**config.mk**
```make
export PLATFORM = sky130hd
export DESIGN_NAME = epr_queue
export DESIGN_NICKNAME = d
export VERILOG_FILES = /design/src/hw/rtl/euler_point_rotation_unit_macros.svh /design/src/hw/rtl/epr_pkg.sv /design/src/hw/rtl/epr_queue.sv
export SDC_FILE = /design/constraint.sdc
export NUM_CORES = 1
export LEC_CHECK = 0
export CAP_MARGIN = 20
export CORE_MARGIN = 3
export CORE_UTILIZATION = 34
export CTS_BUF_LIST = sky130_fd_sc_hd__clkbuf_8
export DETAILED_ROUTE_END_ITERATION = 10
export DONT_BUFFER_PORTS = 1
export PLACE_DENSITY_LB_ADDON = 0.1
export SETUP_SLACK_MARGIN = 0.4
export SYNTH_ARGS = -nofsm -noshare
export SYNTH_HDL_FRONTEND = slang
export SYNTH_SLANG_ARGS = --single-unit
```
**constraint.sdc**
```tcl
create_clock -name clk -period 1.7 [get_ports clk]
set_input_delay 0.17 -clock clk [delete_from_list [all_inputs] [get_ports clk]]
set_output_delay 0.17 -clock clk [all_outputs]
set_load 0.1 [all_outputs]
```
**src/hw/rtl/euler_point_rotation_unit_macros.svh**
```systemverilog
// ----------------------------------------------------------------------------
// euler point rotation assertion macros
// assertion helpers, compiled out when SYNTH is defined
// ----------------------------------------------------------------------------
`ifndef EULER_POINT_ROTATION_UNIT_MACROS_SVH
`define EULER_POINT_ROTATION_UNIT_MACROS_SVH
`ifndef SYNTH
`define EPR_ASSERT_CLK(label, clk, rst_n, prop) \
  label: assert property (@(posedge clk) disable iff (!rst_n) prop) else $error("%m: label");
`define EPR_ASSERT_RST(label, clk, prop) \
  label: assert property (@(posedge clk) prop) else $error("%m: label");
`else
`define EPR_ASSERT_CLK(label, clk, rst_n, prop)
`define EPR_ASSERT_RST(label, clk, prop)
`endif
`endif

```
**src/hw/rtl/epr_pkg.sv**
```systemverilog
// ----------------------------------------------------------------------------
// epr_pkg
// shared types, constants and the arctangent table for the rotation unit
// ----------------------------------------------------------------------------
package epr_pkg;

  localparam int COORD_WIDTH_DEF = 32;
  localparam int ANGLE_WIDTH_DEF = 16;
  localparam int CORDIC_STEPS    = 30;
  localparam int PH_W            = 34;
  localparam int CV_W            = 33;
  localparam int ME_W            = 31;
  localparam int QUEUE_DEPTH     = 4;
  localparam logic signed [CV_W-1:0] CORDIC_GAIN = CV_W'(652032874);

  typedef struct packed {
    logic signed [COORD_WIDTH_DEF-1:0] point_x;
    logic signed [COORD_WIDTH_DEF-1:0] point_y;
    logic signed [COORD_WIDTH_DEF-1:0] point_z;
    logic signed [ANGLE_WIDTH_DEF-1:0] angle_about_x;
    logic signed [ANGLE_WIDTH_DEF-1:0] angle_about_y;
    logic signed [ANGLE_WIDTH_DEF-1:0] angle_about_z;
  } epr_in_t;

  typedef struct packed {
    logic signed [COORD_WIDTH_DEF-1:0] rotated_x;
    logic signed [COORD_WIDTH_DEF-1:0] rotated_y;
    logic signed [COORD_WIDTH_DEF-1:0] rotated_z;
  } epr_out_t;

  typedef struct packed {
    logic ovf;
    logic full;
  } epr_q_stat_t;

  function automatic logic signed [PH_W-1:0] atan_lut(input int i);
    logic [29:0] v;
    unique case (i)
      0: v = 30'h20000000;  1: v = 30'h12E4051E;  2: v = 30'h09FB385B;
      3: v = 30'h051111D4;  4: v = 30'h028B0D43;  5: v = 30'h0145D7E1;
      6: v = 30'h00A2F61E;  7: v = 30'h00517C55;  8: v = 30'h0028BE53;
      9: v = 30'h00145F2F; 10: v = 30'h000A2F98; 11: v = 30'h000517CC;
      12: v = 30'h00028BE6; 13: v = 30'h000145F3; 14: v = 30'h0000A2FA;
      15: v = 30'h0000517D; 16: v = 30'h000028BE; 17: v = 30'h0000145F;
      18: v = 30'h00000A30; 19: v = 30'h00000518; 20: v = 30'h0000028C;
      21: v = 30'h00000146; 22: v = 30'h000000A3; 23: v = 30'h00000051;
      24: v = 30'h00000029; 25: v = 30'h00000014; 26: v = 30'h0000000A;
      27: v = 30'h00000005; 28: v = 30'h00000003; 29: v = 30'h00000001;
      default: v = '0;
    endcase
    return PH_W'($signed({1'b0, v}));
  endfunction

endpackage

```
**src/hw/rtl/epr_queue.sv**
```systemverilog
// ----------------------------------------------------------------------------
// epr_queue
// small fifo parting the front and back of the rotation unit
// ----------------------------------------------------------------------------
module epr_queue import epr_pkg::*; #(
  parameter int W     = 8,
  parameter int DEPTH = QUEUE_DEPTH
) (
  input  logic         clk,
  input  logic         rst_n,
  input  logic         wr_en,
  input  logic [W-1:0] wr_data,
  input  logic         rd_en,
  output logic         rd_valid,
  output logic [W-1:0] rd_data,
  output epr_q_stat_t  stat
);
  localparam int AW = $clog2(DEPTH);
  logic [W-1:0]  mem_r [DEPTH];
  logic [AW-1:0] wp_r, rp_r;
  logic [AW:0]   cnt_r;

  always_ff @(posedge clk) begin
    if (wr_en) begin
      mem_r[wp_r] <= wr_data;
    end
  end

  always_ff @(posedge clk) begin
    if (!rst_n) begin
      wp_r <= '0; rp_r <= '0; cnt_r <= '0;
    end else begin
      if (wr_en) wp_r <= (wp_r == AW'(DEPTH-1)) ? '0 : wp_r + 1'b1;
      if (rd_en) rp_r <= (rp_r == AW'(DEPTH-1)) ? '0 : rp_r + 1'b1;
      cnt_r <= cnt_r + (AW+1)'(wr_en) - (AW+1)'(rd_en);
    end
  end

  assign rd_valid  = cnt_r != '0;
  assign rd_data   = mem_r[rp_r];
  assign stat.full = cnt_r == (AW+1)'(DEPTH);
  assign stat.ovf  = wr_en && (cnt_r == (AW+1)'(DEPTH)) && !rd_en;
endmodule

```
==> reports/metrics.cfg, run 1 <==
[place]
hpwl_um=1784
placed_area_mm2=0.001922
portBuffers=0
routabilityCongestion=0.5976

[cells_and_area]
drive_gt1_share_pct=40.34
area_growth_pct=34.46
stdcell_area_mm2=0.002187
fin_nets=138
fin_util_pct=48.88
antenna_cells=0

[floorplanning]
rows=24
coreArea_mm2=0.004474
die_w_um=75.17
io_pins=23
dieArea_mm2=0.005650
start_util_pct=36.35
dieHeight_um=75.17

[global_routing]
grt_overflow=0
track_usage_pct=11.18
grt_max_degree=14
grt_pass1_vias=879
grt_antenna_before_repair=0
grt_pass1_wl_um=4333

[sta]
max_slew_margin_pct=84.60
fmax_mhz=598.5
finClkSkew_ns=0.003618
finalWorstPathRequiredPeriod_ns=1.671
rsz0062_at_grt=true
tightest_slew_ns=0.2310
final-setup-viol-count=0
finalMaxSlewViolations=0
post-route-period-util_pct=98.28
report.final.hold_viol_count=0

[flow_run]
maxCapViolations=0

[critical_path]
regToRegEndpoint=cnt_r[1]
start_kind=flip-flop
critPathCaptureType=output port
r2r_start=cnt_r[0]
reg2regPathDepth=6
cp.required_ns=1.53
cp.arrival_ns=1.50
r2r_setup_slack_ns=0.15
crit_type=reg -> out
critPathMaxFanout=8

[hold_path]
min_to=wp_r[1]
holdPathStages=2
min_from=wr_en
hold_path_class=in -> reg

[yosys]
netlist_top_cells_area=edfxtp_1 59%, dfxtp_1 11%, mux4_2 11%
ys.warnings.count=0
synth_area_per_cell_um2=18.70
synth_cell_type_count=18
synth.largest_area_cell=edfxtp_1
synth_ff_type=edfxtp_1
synth_edf_count=32
seq_area_frac_synth_pct=70.15
synthArstFlopShare_pct=0
synth_common_cells=32 x edfxtp_1, 9 x dfxtp_1, 8 x mux4_2
synth_most_common_cell=edfxtp_1
syn_area_mm2=0.001627
yosys_register_bits=41
syn_nets=107
syn_inst=87
synth_top_area_share_pct=59.08

[detailed_routing]
drt_wl_total_um=2694
num_vias=811
drc_errors=0
postRouteAntennaNets=0
wl_per_cell_um=15.75
drt_first_iter_violations=77
drtPass1Iterations=2
vias_per_cell=4.743

[cts]
numCtsBuffers=5
cts_tree=yes
clock-sinks=41
clockBufferDepth=2
cts-root-buf=clkbuf_8
clk_latency_ns=0.29
cts_htree_levels=2
clk_pin_slew_worst_paths_ns=0.08

[pwr]
leakagePower_nw=0.7911
ir_drop_mv=0.6660
power_density_mw_per_mm2=1214

[outcome]
outcome=complete, no violations

==> worst max-delay path: stages (launching register included) <==
cell and delay [ns]:
dfxtp_4 0.46, mux4_2 0.56, buf_12 0.19
==> kinds of logic after synthesis <==
family	count (synthesis)	synth area share, %
and+or+nand+nor	16	6.232
buffers and inverters	9	2.615
DFF	41	70.15
AOI/OAI and AO/OA	2	0.6154
adders and majority gates	8	6.615
xor gates and xnor gates	1	1.461
muxes	10	12.31
==> how the worst max path moves through the flow <==
stage,startpoint,to,slack [ns],depth (start not counted)
2_1_floorplan,cnt_r[0],stat[1],-0.21,2
3_3_place_gp,cnt_r[0],cnt_r[2],0.13,7
3_5_place_dp,cnt_r[0],cnt_r[2],0.07,7
4_1_cts,flip-flop,rd_data[5],-0.0009,2
5_1_grt,flip-flop,rd_data[6],-0.04,2
6_report,flip-flop,rd_data[7],0.03,2
==> registers in the layout, summed over array words and instances (netlist names), named ones only <==
register  count
rp_r          2
wp_r          2
mem_r        32
cnt_r         3
==> layout by cell type (no fill, tap or decap), types with 3 or more instances in the layout <==
master / count
and2_1: 4
clkbuf_8: 5
dfxtp_1: 4
dlygate4sd3_1: 9
ha_1: 5
buf_12: 11
edfxtp_1: 32
mux4_2: 8
inv_1: 5
buf_4: 6
dfxtp_4: 3
nor2_1: 3
==> layer usage <==
metal,global-route usage (%),vias up,routed length (µm)
li1,-,385,-
met1,12.99,399,1156
met2,17.89,21,1327
met3,4.806,6,153
met4,5.243,0,57
met5,0,-,0
==> through the flow <==
step / worst slack (ns) / setup TNS [ns] / hold slack, ns / total power, mW / instances
after floorplan: -0.2092 / -0.2092 / 0.2689 / 1.725 / 87
after global placement: 0.1269 / 0 / 0.2691 / 1.908 / 152
after detailed placement: 0.06534 / 0 / 0.2691 / 1.922 / 152
after CTS: -0.0008560 / -0.0008560 / 0.03418 / 2.646 / 170
after global routing: -0.04198 / -0.2617 / 0.04944 / 2.771 / 171
final: 0.02926 / 0 / 0.03689 / 2.656 / 171
==> where the power goes <==
part	total (mW)	internal, mW	switching, mW	leakage [nW]
registers	1.20	1.15	0.0476	0.371
logic	0.843	0.364	0.479	0.376
clock network	0.616	0.283	0.333	0.0439
==> layout make-up <==
type / instances / area (µm²)
Fill cell: 370 / 2287
Clock inverter: 3 / 17.52
Tap cell: 52 / 65.06
Multi-Input combinational cell: 37 / 494.2
Clock buffer: 5 / 68.82
Timing Repair Buffer: 26 / 355.3
Inverter: 7 / 31.28
Sequential cell: 41 / 1155
==> timing repair <==
action	in CTS	in global routing
pin swaps	3	4
gates resized for setup	17	4
gates cloned	0	0
setup buffers	1	1
endpoints found under the setup margin	21	25
hold buffers	9	0
hold endpoints to repair	34	0
(Power assumes the default switching activity.)
==> inputs of run 2 (changes only) <==
==> constraint.sdc (replaced) <==
create_clock -name clk -period 1.7 [get_ports clk]
set_input_delay 0.085 -clock clk [delete_from_list [all_inputs] [get_ports clk]]
set_output_delay 0.085 -clock clk [all_outputs]
set_load 0.1 [all_outputs]
==> reports/metrics.cfg, run 2 (same netlist as run 1, synthesis figures left out) <==
[cells_and_area]
fillerInstances=373  ; +0.81%
drive_gt1_share_pct=33.33  ; -7.0 points
mostFrequentLayoutCell=edfxtp_1
ff_latch_area_mm2=0.001150  ; -0.43%
reg_top3=mem_r (32), cnt_r (3)
largest_reg_flops=32  ; unchanged
top_register=mem_r
instances_no_fill=163  ; -4.7%
fin_nets=130  ; -5.8%
antenna_cells=0  ; unchanged
stdcell_area_mm2=0.002056  ; -6.0%
fin_util_pct=45.95  ; -2.9 points
area_growth_pct=26.38
multiInputGateArea_um2=494.2  ; unchanged
layout_common_cells=32 x edfxtp_1, 11 x dlygate4sd3_1, 8 x mux4_2

[pwr]
leakagePower_nw=0.7320  ; -7.5%
finalPower_mw=2.688  ; +1.2%
ir_drop_mv=0.6285  ; -5.6%
power_density_mw_per_mm2=1308  ; +7.7%

[place]
dp.cells=143  ; -5.9%
hpwl_um=1758  ; -1.5%
placed_area_mm2=0.001754  ; -8.7%
pre_cts_ws_ns=0.09219  ; +0.02685 ns
portBuffers=0  ; unchanged
routabilityCongestion=0.6238  ; +4.4%

[detailed_routing]
vias_per_cell=4.914  ; +3.6%
wl_per_cell_um=16.44  ; +4.3%
drt_first_iter_violations=48  ; -38%
num_vias=801  ; -1.2%
drc_errors=0  ; unchanged
postRouteAntennaNets=0  ; unchanged
drt_wl_total_um=2679  ; -0.56%
drtPass1Iterations=4  ; +2

[critical_path]
cp_num_buf_inv=0  ; -1
r2r_start=cnt_r[0]
crit_path_max_incr_delay_ns=0.81  ; +0.25 ns
cp.required_ns=1.62  ; +0.09 ns
regToRegEndpoint=cnt_r[1]
cpMaxStageDelayCell=mux4_2
crit_type=reg -> out
critPathCaptureType=output port
start_kind=flip-flop
reg2regPathDepth=6  ; unchanged
path_cells=mux4_2
critPathTopFamily=multiplexers
critPathMaxFanout=8  ; unchanged
cp.arrival_ns=1.55  ; +0.05 ns
r2r_setup_slack_ns=0.18  ; +0.03 ns

[cts]
numCtsBuffers=5  ; unchanged
clockBufferDepth=2  ; unchanged
cts_tree=yes
cts-root-buf=clkbuf_8
clk_pin_slew_worst_paths_ns=0.07  ; about the same
cts_htree_levels=2  ; unchanged
clk_latency_ns=0.28  ; about the same
clock-sinks=41  ; unchanged

[sta]
report.final.hold_viol_count=0  ; unchanged
fin_hold_ws_ns=0.0007956  ; -0.03609 ns
finalWorstPathRequiredPeriod_ns=1.633  ; -0.03730 ns
fin_tns_setup_ns=0  ; unchanged
post-route-period-util_pct=96.08  ; -2.2 points
setup_ws_ns=0.06656  ; +0.03730 ns
rsz0062_at_grt=true
fmax_mhz=612.2  ; +2.3%
final-setup-viol-count=0  ; unchanged
finalMaxSlewViolations=0  ; unchanged
finClkSkew_ns=0.002219  ; -0.001399 ns
tightest_slew_ns=0.5260  ; +0.2950 ns
max_slew_margin_pct=65.01  ; -20 points

[floorplanning]
dieHeight_um=75.17  ; unchanged
start_util_pct=36.35  ; unchanged
die_w_um=75.17  ; unchanged
rows=24  ; unchanged
io_pins=23  ; unchanged
dieArea_mm2=0.005650  ; unchanged
coreArea_mm2=0.004474  ; unchanged

[global_routing]
grt_overflow=0  ; unchanged
grt_pass1_wl_um=4022  ; -7.2%
grt_pass1_vias=793  ; -9.8%
grt_max_degree=13  ; -1
grt_antenna_before_repair=0  ; unchanged
track_usage_pct=10.37  ; -0.81 points

[hold_path]
min_from=rst_n
holdPathStages=2  ; unchanged
hold_path_class=in -> reg
min_to=cnt_r[2]

[outcome]
outcome=complete, no violations

[flow_run]
maxCapViolations=0  ; unchanged

==> run 2: worst register-to-register path: stages, from the launching register on <==
cell and delay, ns:
dfxtp_2 0.35, inv_2 0.05, ha_4 0.25, inv_2 0.04, ha_4 0.15, fa_2 0.51, and2_4 0.13
==> run 2: repair_timing <==
action | CTS | global route
endpoints found under the setup margin | 20 | 29
hold buffers | 11 | 0
hold endpoints to repair | 38 | 0
pin swaps | 3 | 5
resized for setup | 8 | 10
setup buffers | 1 | 0
==> run 2: layout make-up <==
type	count	share of cell area (%)
clock buffers	6	4.017
clock inverters	2	1.643
inverters	7	1.278
multi-input cells	37	24.04
flip-flops and latches	41	55.93
well taps	52	3.165
repair buffers	18	9.921
==> run 2: how the worst max path moves through the flow <==
stage | startpoint | endpoint | slack (ns) | depth (start not counted)
3_3_place_gp | cnt_r[0] | cnt_r[2] | 0.12 | 7
4_1_cts | flip-flop | rd_data[4] | 0.03 | 1
3_5_place_dp | cnt_r[0] | cnt_r[2] | 0.09 | 7
2_1_floorplan | cnt_r[0] | stat[1] | -0.12 | 2
6_report | flip-flop | rd_data[5] | 0.07 | 1
5_1_grt | flip-flop | rd_data[4] | 0.003 | 1
==> run 2: metal layers <==
metal  vias to the layer above  share of wire [%]  global-route usage [%]
li1                        371                  -                       -
met1                       400                 41                   10.93
met2                        23                 51                   17.60
met3                         7                6.4                   4.539
met4                         0                2.0                   5.243
met5                         -                  0                       0
==> run 2: where the power goes <==
part / internal, mW / total, mW / switching [mW]
sequential: 1.15 / 1.20 / 0.0531
clock: 0.472 / 0.778 / 0.306
combinational: 0.258 / 0.709 / 0.451
total: 1.88 / 2.69 / 0.810
